`src/hw/rtl/bmp_pkg.sv`:
```
// Shared constants, operation codes and control structs for the binomial mod prime block.
// No dependencies.
`timescale 1ns / 1ps
package bmp_pkg;

  localparam int unsigned TableDepth = 65536;
  localparam int unsigned AddrW      = $clog2(TableDepth);
  localparam int unsigned IdxW       = AddrW + 1;
  localparam int unsigned PW         = 30;
  localparam int unsigned NW         = 16;
  localparam int unsigned EW         = 17;
  localparam int unsigned SW         = 32;
  localparam int unsigned CntW       = 5;

  localparam logic [PW-1:0] ModulusReset = 30'd1000000007;

  localparam logic [1:0] SelN  = 2'd0;
  localparam logic [1:0] SelK  = 2'd1;
  localparam logic [1:0] SelNk = 2'd2;

  typedef enum logic [4:0] {
    OP_NONE,
    OP_CAPTURE,
    OP_SET_ZERO,
    OP_BUILD_INIT,
    OP_MUL_BUILD,
    OP_BUILD_STEP,
    OP_RF_INIT,
    OP_DIV_RF,
    OP_RD,
    OP_MUL_RF,
    OP_RF_NEXT,
    OP_RF_SAVE,
    OP_MUL_DEN,
    OP_EU_INIT,
    OP_DIV_EU,
    OP_EU_NEXT,
    OP_MUL_FINAL,
    OP_SET_RES,
    OP_LOAD_OUT
  } op_e;

  typedef struct packed {
    op_e        op;
    logic [1:0] rf_sel;
  } cmd_t;

  typedef struct packed {
    logic p_small;
    logic build_more;
    logic n_lt_k;
    logic m_zero;
    logic e_over;
    logic r_zero;
    logic mul_busy;
    logic div_busy;
  } stat_t;

endpackage

```
`src/hw/rtl/bmp_ctrl.sv`:
```
// Controller: sequences table build, factorial reductions, Euclid inverse and
// the request handshakes. Drives bmp_datapath through bmp_pkg::cmd_t.
`timescale 1ns / 1ps
module bmp_ctrl (
  input  logic           clk_i,
  input  logic           rst_ni,
  input  logic           in_valid_i,
  output logic           in_ready_o,
  output logic           out_valid_o,
  input  logic           out_ready_i,
  input  logic           cfg_we_i,
  input  bmp_pkg::stat_t stat_i,
  output bmp_pkg::cmd_t  cmd_o
);

  localparam logic [4:0] S_IDLE       = 5'd0;
  localparam logic [4:0] S_START      = 5'd1;
  localparam logic [4:0] S_BUILD_CHK  = 5'd2;
  localparam logic [4:0] S_BUILD_WAIT = 5'd3;
  localparam logic [4:0] S_QUERY      = 5'd4;
  localparam logic [4:0] S_RF_INIT    = 5'd5;
  localparam logic [4:0] S_RF_CHK     = 5'd6;
  localparam logic [4:0] S_RF_DIV     = 5'd7;
  localparam logic [4:0] S_RF_RD      = 5'd8;
  localparam logic [4:0] S_RF_MUL     = 5'd9;
  localparam logic [4:0] S_RF_END     = 5'd10;
  localparam logic [4:0] S_DEN_WAIT   = 5'd11;
  localparam logic [4:0] S_EU_CHK     = 5'd12;
  localparam logic [4:0] S_EU_DIV     = 5'd13;
  localparam logic [4:0] S_FIN_WAIT   = 5'd14;
  localparam logic [4:0] S_EMIT       = 5'd15;

  logic [4:0] state_q, state_d;
  logic [1:0] sel_q, sel_d;
  logic       ready_q, ready_d;
  logic       ovalid_q, ovalid_d;

  always_comb begin
    state_d       = state_q;
    sel_d         = sel_q;
    ready_d       = ready_q;
    ovalid_d      = ovalid_q && !out_ready_i;
    cmd_o.op      = bmp_pkg::OP_NONE;
    cmd_o.rf_sel  = sel_q;
    unique case (state_q)
      S_IDLE: begin
        if (in_valid_i) begin
          cmd_o.op = bmp_pkg::OP_CAPTURE;
          state_d  = S_START;
        end
      end
      S_START: begin
        if (stat_i.p_small) begin
          cmd_o.op = bmp_pkg::OP_SET_ZERO;
          state_d  = S_EMIT;
        end else if (!ready_q) begin
          cmd_o.op = bmp_pkg::OP_BUILD_INIT;
          state_d  = S_BUILD_CHK;
        end else begin
          state_d = S_QUERY;
        end
      end
      S_BUILD_CHK: begin
        if (stat_i.build_more) begin
          cmd_o.op = bmp_pkg::OP_MUL_BUILD;
          state_d  = S_BUILD_WAIT;
        end else begin
          ready_d = 1'b1;
          state_d = S_QUERY;
        end
      end
      S_BUILD_WAIT: begin
        if (!stat_i.mul_busy) begin
          cmd_o.op = bmp_pkg::OP_BUILD_STEP;
          state_d  = S_BUILD_CHK;
        end
      end
      S_QUERY: begin
        if (stat_i.n_lt_k) begin
          cmd_o.op = bmp_pkg::OP_SET_ZERO;
          state_d  = S_EMIT;
        end else begin
          sel_d   = bmp_pkg::SelN;
          state_d = S_RF_INIT;
        end
      end
      S_RF_INIT: begin
        cmd_o.op = bmp_pkg::OP_RF_INIT;
        state_d  = S_RF_CHK;
      end
      S_RF_CHK: begin
        if (stat_i.m_zero) begin
          cmd_o.op = bmp_pkg::OP_RF_SAVE;
          state_d  = S_RF_END;
        end else begin
          cmd_o.op = bmp_pkg::OP_DIV_RF;
          state_d  = S_RF_DIV;
        end
      end
      S_RF_DIV: begin
        if (!stat_i.div_busy) begin
          cmd_o.op = bmp_pkg::OP_RD;
          state_d  = S_RF_RD;
        end
      end
      S_RF_RD: begin
        cmd_o.op = bmp_pkg::OP_MUL_RF;
        state_d  = S_RF_MUL;
      end
      S_RF_MUL: begin
        if (!stat_i.mul_busy) begin
          cmd_o.op = bmp_pkg::OP_RF_NEXT;
          state_d  = S_RF_CHK;
        end
      end
      S_RF_END: begin
        if (sel_q != bmp_pkg::SelNk) begin
          sel_d   = sel_q + 1'b1;
          state_d = S_RF_INIT;
        end else if (stat_i.e_over) begin
          cmd_o.op = bmp_pkg::OP_SET_ZERO;
          state_d  = S_EMIT;
        end else begin
          cmd_o.op = bmp_pkg::OP_MUL_DEN;
          state_d  = S_DEN_WAIT;
        end
      end
      S_DEN_WAIT: begin
        if (!stat_i.mul_busy) begin
          cmd_o.op = bmp_pkg::OP_EU_INIT;
          state_d  = S_EU_CHK;
        end
      end
      S_EU_CHK: begin
        if (stat_i.r_zero) begin
          cmd_o.op = bmp_pkg::OP_MUL_FINAL;
          state_d  = S_FIN_WAIT;
        end else begin
          cmd_o.op = bmp_pkg::OP_DIV_EU;
          state_d  = S_EU_DIV;
        end
      end
      S_EU_DIV: begin
        if (!stat_i.div_busy) begin
          cmd_o.op = bmp_pkg::OP_EU_NEXT;
          state_d  = S_EU_CHK;
        end
      end
      S_FIN_WAIT: begin
        if (!stat_i.mul_busy) begin
          cmd_o.op = bmp_pkg::OP_SET_RES;
          state_d  = S_EMIT;
        end
      end
      S_EMIT: begin
        if (!ovalid_q || out_ready_i) begin
          cmd_o.op = bmp_pkg::OP_LOAD_OUT;
          ovalid_d = 1'b1;
          state_d  = S_IDLE;
        end
      end
      default: begin
        state_d = S_IDLE;
      end
    endcase
    // drop the table on a modulus write
    if (cfg_we_i) begin
      ready_d = 1'b0;
    end
  end

  always_ff @(posedge clk_i or negedge rst_ni) begin
    if (!rst_ni) begin
      state_q  <= S_IDLE;
      sel_q    <= bmp_pkg::SelN;
      ready_q  <= 1'b0;
      ovalid_q <= 1'b0;
    end else begin
      state_q  <= state_d;
      sel_q    <= sel_d;
      ready_q  <= ready_d;
      ovalid_q <= ovalid_d;
    end
  end

  assign in_ready_o  = state_q == S_IDLE;
  assign out_valid_o = ovalid_q;

endmodule

```
`config.mk`:
```
export PLATFORM = sky130hd
export DESIGN_NAME = bmp_ctrl
export DESIGN_NICKNAME = d
export VERILOG_FILES = /design/src/hw/rtl/bmp_pkg.sv /design/src/hw/rtl/bmp_ctrl.sv
export SDC_FILE = /design/constraint.sdc
export NUM_CORES = 1
export LEC_CHECK = 0
export ABC_CLOCK_PERIOD_IN_PS = 2900
export BUFFER_PORTS_ARGS = -buffer_cell sky130_fd_sc_hd__buf_2
export CELL_PAD_IN_SITES_DETAIL_PLACEMENT = 1
export CELL_PAD_IN_SITES_GLOBAL_PLACEMENT = 1
export CORE_AREA = 2 2 65 67
export CTS_CLUSTER_SIZE = 30
export DETAILED_ROUTE_END_ITERATION = 7
export DIE_AREA = 0 0 67 69
export GPL_ROUTABILITY_DRIVEN = 0
export PLACE_DENSITY_LB_ADDON = 0.1
export SETUP_SLACK_MARGIN = 0.2
export SYNTH_ARGS = -nofsm -noshare
export SYNTH_HDL_FRONTEND = slang
export SYNTH_SLANG_ARGS = --single-unit
```
`constraint.sdc`:
```
create_clock -name clk_i -period 2.9 [get_ports clk_i]
set_input_delay 0.725 -clock clk_i [delete_from_list [all_inputs] [get_ports clk_i]]
set_output_delay 0.725 -clock clk_i [all_outputs]
set_load 0.02 [all_outputs]
```
==> impl_metrics.toml, run 1 <==
[sta]
timing.fmax_mhz = 388.7
setup_ws_ns = 0.3275
min_period_ns = 2.573
setup_viol = 0
worst_pin_slew_ns = 0.4821
finalCritPeriodShare_pct = 88.71
slew-limit-headroom_pct = 67.52
finClkSkew_ns = 0.002053
hold_viol_final = 0
rsz0062_at_grt = "false"
slew_violations = 0
setup_tns_ns = 0

[synth]
synth.distinct_cells = 42
synthArstFlopShare_pct = 100.0
ys_ff_latch = 8
synth_most_common_cell = "nor2_1"
synth_edf_count = 0
syn_area_um2 = 958.4
yosysTopAreaCellShare_pct = 20.89
synthCells = 134
yosysSeqAreaShare_pct = 20.89
synthFlopType = "dfrtp_1"
yosys_warnings = 0
syn_avg_cell_area_um2 = 7.152
synth_common_cells = "18 x nor2_1, 14 x o21ai_0, 8 x dfrtp_1, 8 x nand2_1"
synth_top_area_cell = "dfrtp_1"
yosys-top-cells-area = "dfrtp_1 21%, o21ai_0 7.3%, nor2_1 7.0%, nand2b_1 4.6%, a21oi_1 3.7%"
synth.net_count = 148

[grt]
grt_pass1_wl_mm = 5.050
antenna_found_initial = 0
overflow = 0
grt_usage_pct = 13.96
grt_pass1_vias = 1001
grt_max_degree = 21

[min_path]
hp-class = "input pin to asynchronous set/reset pin"

[critical_path]
timing.rr.start = "state_q[2]"
path_buf_inv = 1
crit_chain = "or2_0 -> o41ai_1 -> o21ai_0 -> o211ai_1 -> buf_2"
cp_slowest_cell = "dfrtp_1"
slowest_delay_ns = 0.47
r2r_cells = 6
path_depth = 5
r2r_end = "state_q[0]"
critPathArrivalTime_ns = 1.85
critical_path.top_delay_family = "compound AO/OA/AOI/OAI gates"
path_class = "flip-flop to output port"
r2r_slack_ns = 0.88
cp.required_ns = 2.17
cp-start-kind = "flip-flop"
endpoint_kind = "output port"
critPathMaxFanout = 10

[routing]
drt_iter0_drc = 45
viasPerCell = 5.083
routedWlPerCell_um = 15.46
drc_errors = 0
drtAntennaViolNets = 0
dr.pass1.iters = 4
wl_mm = 3.153
vias = 1037

[die]
design.core.area_um2 = 3914
row_count = 23
die_x_um = 67
initial_core_util_pct = 24.49
fp.dieArea_um2 = 4623
die-height_um = 69
io_pins = 22

[power]
p_leak_nw = 0.5146
p_switching_w = 0.0007139
seq_power_share_pct = 18.0
powerDensity_nw_per_um2 = 1194
p_comb_share_pct = 72.3
netSwitchingFraction_pct = 51.51
p_int_w = 0.0006721
vdd_drop_max_mv = 0.4981
clkPwrFrac_pct = 9.7

[placement]
hpwl_mm = 2.470
port_buffers = 21
place_ws_ns = 0.3429

[clock_network]
path_clk_slew_ns = 0.04
cts_root_buf = "clkbuf_8"
clk-insertion-delay-late_ns = 0.23
cts_hold_buffers = 0
h-tree-depth = 1
cts_tree = "built"
cts_buffer_depth = 2
clock_sinks = 8
cts_buffers = 3

[final_layout]
syn_to_final_growth_pct = 21.15
regArea_um2 = 202.7
fin_nets = 170
nFillCells = 525
final_layout_size_suffix_gt1_share_pct = 27.27
antenna_cells = 0
multi_input_area_um2 = 670.6

[flow_run]
cap_violations = 0

[outcome]
status = "complete, no violations"
-- metal layers --
layer  routed length, um  vias to the layer above  GRT usage [%]  part of all wire [%]
li1                    -                      529              -                     -
met1                1638                      490          21.08                    52
met2                1413                       14          20.46                    45
met3                  66                        4         0.9788                   2.1
met4                  36                        0          4.989                   1.1
met5                   0                        -              0                     0
-- power groups by stage --
stage	Sequential, W	Combinational, W	Clock, W
2_1_floorplan	0.000185	0.000787	0
3_3_place_gp	0.000245	0.000994	0
3_5_place_dp	0.000247	0.000997	0
4_1_cts	0.000245	0.00100	0.000139
5_1_grt	0.000259	0.00110	0.000142
6_report	0.000249	0.00100	0.000134
-- how the worst max path moves through the flow --
stage / start / to / slack [ns]
6_report: state_q[2] / cmd_o[2] / 0.33
5_1_grt: state_q[2] / cmd_o[2] / 0.22
4_1_cts: state_q[0] / cmd_o[5] / 0.29
3_5_place_dp: stat_i[7] / cmd_o[3] / 0.34
3_3_place_gp: stat_i[7] / cmd_o[3] / 0.34
2_1_floorplan: stat_i[7] / cmd_o[3] / 0.64
-- kinds of logic after synthesis --
logic type | count (synthesis) | share of synthesized area [%]
AND/OR/NAND/NOR | 55 | 31.20
AO/OA/AOI/OAI | 49 | 33.16
buffers and inverters | 17 | 9.138
flip-flops | 8 | 20.89
multiplexers | 3 | 3.394
XOR/XNOR | 1 | 0.9140
adder cells (fa/ha/maj) | 1 | 1.305
-- per-stage QoR --
step	area, um^2	power [W]	utilization, %	instances	hold WS, ns
floorplan	958.4	0.0009717	-	134	0.4294
global placement	1117	0.001239	28.55	201	0.5316
detailed placement	1117	0.001244	28.55	201	0.5289
CTS	1159	0.001388	29.60	204	0.3343
global route	1161	0.001501	29.67	204	0.3400
finish	1161	0.001386	29.67	204	0.3313
-- cells in the final DEF (no fill, tap or decap), types with 3 or more instances in the layout --
cell type,instances
a21oi_1,7
nand2b_1,7
nor3_1,3
clkbuf_8,3
a31oi_1,5
a22o_1,4
dfrtp_1,6
nor2b_1,4
o22ai_1,3
inv_1,5
o211ai_1,4
o21ai_0,14
nand2_1,8
buf_4,8
nor2_1,18
buf_2,21
-- sequential cells by signal (all words and copies together), names as in the netlist --
register,count
sel_q,2
out_valid_o,1
ready_q,1
state_q,4
-- area by class of cell --
type | count | area share [%]
Inverter | 5 | 1.616
Timing Repair Buffer | 29 | 14.22
Sequential cell | 8 | 17.46
Tap cell | 50 | 5.388
Clock buffer | 3 | 3.556
Multi-Input combinational cell | 109 | 57.76
-- timing repair --
action	CTS	global route
resized for setup	0	2
buffers inserted	0	0
endpoints found under the setup margin	0	4
(Power assumes the default switching activity.)
==> run 2, diff against run 1 <==
--- a/config.mk
+++ b/config.mk
@@ -5,7 +5,7 @@
 export SDC_FILE = /design/constraint.sdc
 export NUM_CORES = 1
 export LEC_CHECK = 0
-export ABC_CLOCK_PERIOD_IN_PS = 2900
+export ABC_CLOCK_PERIOD_IN_PS = 2500
 export BUFFER_PORTS_ARGS = -buffer_cell sky130_fd_sc_hd__buf_2
 export CELL_PAD_IN_SITES_DETAIL_PLACEMENT = 1
 export CELL_PAD_IN_SITES_GLOBAL_PLACEMENT = 1
==> constraint.sdc (replaced) <==
create_clock -name clk_i -period 2.5 [get_ports clk_i]
set_input_delay 0.625 -clock clk_i [delete_from_list [all_inputs] [get_ports clk_i]]
set_output_delay 0.625 -clock clk_i [all_outputs]
set_load 0.02 [all_outputs]
==> impl_metrics.toml, run 2 (synthesis results as in run 1) <==
[final_layout]
final_common_cell = "buf_4"
syn_to_final_growth_pct = 42.82
largest_register_ffs = 4
fin_nets = 182
final_layout_size_suffix_gt1_share_pct = 40.96
fin_area_um2 = 1369
reg.largest.list = "state_q: 4 flops, sel_q: 2 flops"
final_cell_mix = "20 x buf_4, 17 x nor2_1, 17 x buf_2, 10 x o21ai_0, 8 x nand2_1"
final_util_pct = 34.97
regMostFlops = "state_q"
antenna_cells = 0

[critical_path]
cp_slowest_cell = "o21ai_2"
r2r_slack_ns = 0.59
endpoint_kind = "output port"
slowest_delay_ns = 0.21
r2r_end = "state_q[2]"
critPathMaxFanout = 2
cp-start-kind = "input pin"
cp.required_ns = 1.88
path_class = "input pin to output port"
r2r_cells = 6
timing.rr.start = "state_q[2]"
crit_chain = "buf_8 -> and3b_1 -> o21ai_2 -> o31ai_4 -> a31oi_2 -> o211ai_1 -> buf_4"
critPathArrivalTime_ns = 1.67

[power]
netSwitchingFraction_pct = 47.44
p_total_w = 0.001960
p_comb_share_pct = 79.6
vdd_drop_max_mv = 0.4280
powerDensity_nw_per_um2 = 1432
p_int_w = 0.001030
p_leak_nw = 0.6090
clkPwrFrac_pct = 7.9
seq_power_share_pct = 12.5
p_switching_w = 0.0009298

[routing]
dr.pass1.iters = 4
wl_mm = 3.536
vias = 1117
drc_errors = 0
drtAntennaViolNets = 0
routedWlPerCell_um = 16.37
viasPerCell = 5.171
drt_iter0_drc = 58

[min_path]
hp-class = "input pin to asynchronous set/reset pin"

[sta]
setup_ws_ns = 0.2067
finClkSkew_ns = 0.002512
setup_viol = 0
min_period_ns = 2.293
finalCritPeriodShare_pct = 91.73
setup_tns_ns = 0
hold_viol_final = 0
timing.fmax_mhz = 436.1
rsz0062_at_grt = "true"
slew_violations = 0
slew-limit-headroom_pct = 65.05
worst_pin_slew_ns = 0.5188

[placement]
place_ws_ns = 0.06342
hpwl_mm = 2.594
dpl_cell_area_um2 = 1160
port_buffers = 21

[die]
design.core.area_um2 = 3914
fp.dieArea_um2 = 4623
row_count = 23
die_x_um = 67
io_pins = 22
initial_core_util_pct = 24.49
die-height_um = 69

[clock_network]
cts_tree = "built"
clock_sinks = 8
cts_root_buf = "clkbuf_8"
clk-insertion-delay-late_ns = 0.23
cts_buffer_depth = 2
h-tree-depth = 1
cts_buffers = 3
path_clk_slew_ns = 0.04
cts_hold_buffers = 0

[flow_run]
cap_violations = 0

[grt]
grt_pass1_wl_mm = 5.768
antenna_found_initial = 0
grt_pass1_vias = 1086
grt_max_degree = 15
grt_usage_pct = 15.91
overflow = 0

[outcome]
status = "complete, no violations"
==> run 2: cell types whose count changed in the layout (fill, tap and decap cells not counted), moves of 2 or more <==
cell,delta
buf_4,+12
buf_2,-4
o21ai_0,-4
nor2b_1,-3
nor2b_2,+3
nand2b_1,-2
nand2b_2,+2
o21ai_1,+2
o21ai_2,+2
==> run 2: how the worst max path moves through the flow <==
stage               start  slack [ns]       end
2_1_floorplan  state_q[1]        0.38  cmd_o[2]
3_3_place_gp    stat_i[7]        0.13  cmd_o[3]
3_5_place_dp    stat_i[7]        0.06  cmd_o[3]
4_1_cts        state_q[2]        0.19  cmd_o[3]
5_1_grt         stat_i[7]        0.16  cmd_o[3]
6_report        stat_i[7]        0.21  cmd_o[3]
==> run 2: repair_timing <==
action,in CTS,in global routing
resized for setup,16,14
setup endpoints to repair,5,4
setup buffers,3,4
gates cloned,1,0
pin swaps,4,3
==> run 2: metal layers <==
metal  vias up  track usage [%]  share of wire [%]
met5         -                0                  0
met4         0            4.989                1.2
met3         2           0.9788                1.9
met2        18            24.09                 48
met1       543            23.70                 49
li1        554                -                  -
==> run 2: cell type report <==
cell class | instances | area [um^2]
fillers | 522 | 2545
multi-input cells | 109 | 728.2
repair buffers | 41 | 314.1
flip-flops and latches | 8 | 203.9
well taps | 50 | 62.56
clock buffers | 3 | 41.29
inverters | 5 | 18.77
==> run 2: worst max-delay path, delay by kind of cell <==
| kind | cells | cell delay [ns] |
|---|---|---|
| compound gates | 4 | 0.62 |
| buf+inv | 2 | 0.26 |
| simple gates | 1 | 0.16 |
==> run 2: power by group through the flow <==
stage / clock network, W / logic, W / registers [W]
floorplan: 0 / 0.000913 / 0.000214
global placement: 0 / 0.00126 / 0.000261
detailed placement: 0 / 0.00127 / 0.000261
CTS: 0.000163 / 0.00146 / 0.000252
global route: 0.000170 / 0.00169 / 0.000254
finish: 0.000154 / 0.00156 / 0.000246
==> run 2: through the flow <==
step           hold slack (ns)  instances
2_1_floorplan           0.3294        134
3_3_place_gp            0.4767        205
3_5_place_dp            0.4831        205
4_1_cts                 0.2366        212
5_1_grt                 0.2354        216
6_report                0.2354        216
==> run 3, diff against run 2 <==
--- a/config.mk
+++ b/config.mk
@@ -9,10 +9,10 @@
 export BUFFER_PORTS_ARGS = -buffer_cell sky130_fd_sc_hd__buf_2
 export CELL_PAD_IN_SITES_DETAIL_PLACEMENT = 1
 export CELL_PAD_IN_SITES_GLOBAL_PLACEMENT = 1
-export CORE_AREA = 2 2 65 67
+export CORE_AREA = 2 2 54 56
 export CTS_CLUSTER_SIZE = 30
 export DETAILED_ROUTE_END_ITERATION = 7
-export DIE_AREA = 0 0 67 69
+export DIE_AREA = 0 0 56 58
 export GPL_ROUTABILITY_DRIVEN = 0
 export PLACE_DENSITY_LB_ADDON = 0.1
 export SETUP_SLACK_MARGIN = 0.2
==> impl_metrics.toml, run 3 (synthesis results as in run 1) <==
[routing]
vias = 1163
drc_errors = 0
dr.pass1.iters = 4
wl_mm = 3.650
routedWlPerCell_um = 18.34
drtAntennaViolNets = 0
drt_iter0_drc = 26
viasPerCell = 5.844

[final_layout]
final_cell_mix = "19 x buf_4, 17 x buf_2, 16 x nor2_1, 10 x o21ai_0, 8 x nand2_1"
fin_nets = 184
largest_register_ffs = 4
final_layout_size_suffix_gt1_share_pct = 42.26
reg.largest.list = "state_q: 4 flops, sel_q: 2 flops"
regMostFlops = "state_q"
syn_to_final_growth_pct = 38.77
antenna_cells = 0
final_common_cell = "buf_4"

[sta]
setup_viol = 0
worst_pin_slew_ns = 0.5521
hold_viol_final = 0
min_period_ns = 2.325
setup_tns_ns = 0
slew_violations = 0
slew-limit-headroom_pct = 62.81
setup_ws_ns = 0.1748
finClkSkew_ns = 0.003143
finalCritPeriodShare_pct = 93.01
rsz0062_at_grt = "true"
timing.fmax_mhz = 430.1

[power]
vdd_drop_max_mv = 0.8680
p_leak_nw = 0.6020
powerDensity_nw_per_um2 = 1431

[critical_path]
r2r_slack_ns = 0.49
path_class = "input pin to output port"
slowest_delay_ns = 0.20
crit_chain = "buf_6 -> and3b_1 -> o21ai_2 -> o31ai_4 -> a31oi_1 -> o211ai_1 -> buf_4"
cp.required_ns = 1.88
cp_slowest_cell = "o21ai_2"
cp-start-kind = "input pin"
endpoint_kind = "output port"
critPathMaxFanout = 4
r2r_cells = 8
critPathArrivalTime_ns = 1.70

[clock_network]
path_clk_slew_ns = 0.05
clock_sinks = 8
h-tree-depth = 1
cts_tree = "built"
cts_root_buf = "clkbuf_4"
cts_hold_buffers = 0
cts_buffer_depth = 2
clk-insertion-delay-late_ns = 0.25
cts_buffers = 3

[placement]
place_ws_ns = 0.1191
port_buffers = 21
hpwl_mm = 2.326

[die]
row_count = 19
design.core.area_um2 = 2663
die-height_um = 58
die_x_um = 56
fp.dieArea_um2 = 3248
io_pins = 22
initial_core_util_pct = 36.00

[grt]
grt_pass1_vias = 1077
grt_max_degree = 23
grt_usage_pct = 20.24
grt_pass1_wl_mm = 5.161
overflow = 0
antenna_found_initial = 0

[outcome]
status = "complete, no violations"

[min_path]
hp-class = "input pin to asynchronous set/reset pin"

[flow_run]
cap_violations = 0
==> run 3: per-layer routing <==
| metal | vias up | global-route usage, % | wire [um] | share of wire, % |
|---|---|---|---|---|
| met2 | 27 | 32.61 | 1857 | 51 |
| met5 | - | 0 | 0 | 0 |
| met3 | 2 | 5.357 | 174 | 4.8 |
| met1 | 568 | 27.86 | 1600 | 44 |
| met4 | 0 | 3.401 | 18 | 0.49 |
| li1 | 566 | - | - | - |
==> run 3: critical path: cells and delay by family <==
kind	cells	cell delay, ns
compound gates	4	0.62
buf+inv	2	0.27
simple gates	1	0.19
==> run 3: cell type report <==
type	count	area [um^2]
Clock buffer	3	22.52
Fill cell	346	1333
Inverter	5	18.77
Multi-Input combinational cell	110	748.2
Sequential cell	8	206.4
Tap cell	31	38.79
Timing Repair Buffer	42	295.3
==> run 3: repair_timing <==
action | CTS | global route
setup buffers | 1 | 11
setup endpoints to repair | 6 | 6
pin swaps | 3 | 2
cloned | 0 | 1
resized for setup | 17 | 19
==> run 3: final timing paths <==
kind	end	from
hold reg to reg	sel_q[0]	sel_q[0]
hold / removal	state_q[1]	rst_ni
max in group asynchronous	state_q[1]	rst_ni
min in group clk_i	ready_q	cfg_we_i
setup / recovery	cmd_o[3]	stat_i[7]
setup reg to reg	state_q[0]	state_q[1]
==> run 3: metrics by stage <==
stage	util [%]	hold WS [ns]	total power, W	area (um^2)	instances
after floorplan	-	0.3294	0.001127	958.4	134
after global placement	41.35	0.4751	0.001420	1101	183
after detailed placement	41.35	0.4809	0.001443	1101	183
after CTS	44.50	0.2102	0.001641	1185	187
after global routing	49.95	0.2067	0.002057	1330	199
final	49.95	0.2112	0.001904	1330	199
==> run 3: power by group <==
part	switching, W	internal [W]	leakage, nW
logic	0.000830	0.000720	0.487
clock network	0.0000417	0.0000548	0.0138
registers	0.0000713	0.000186	0.101
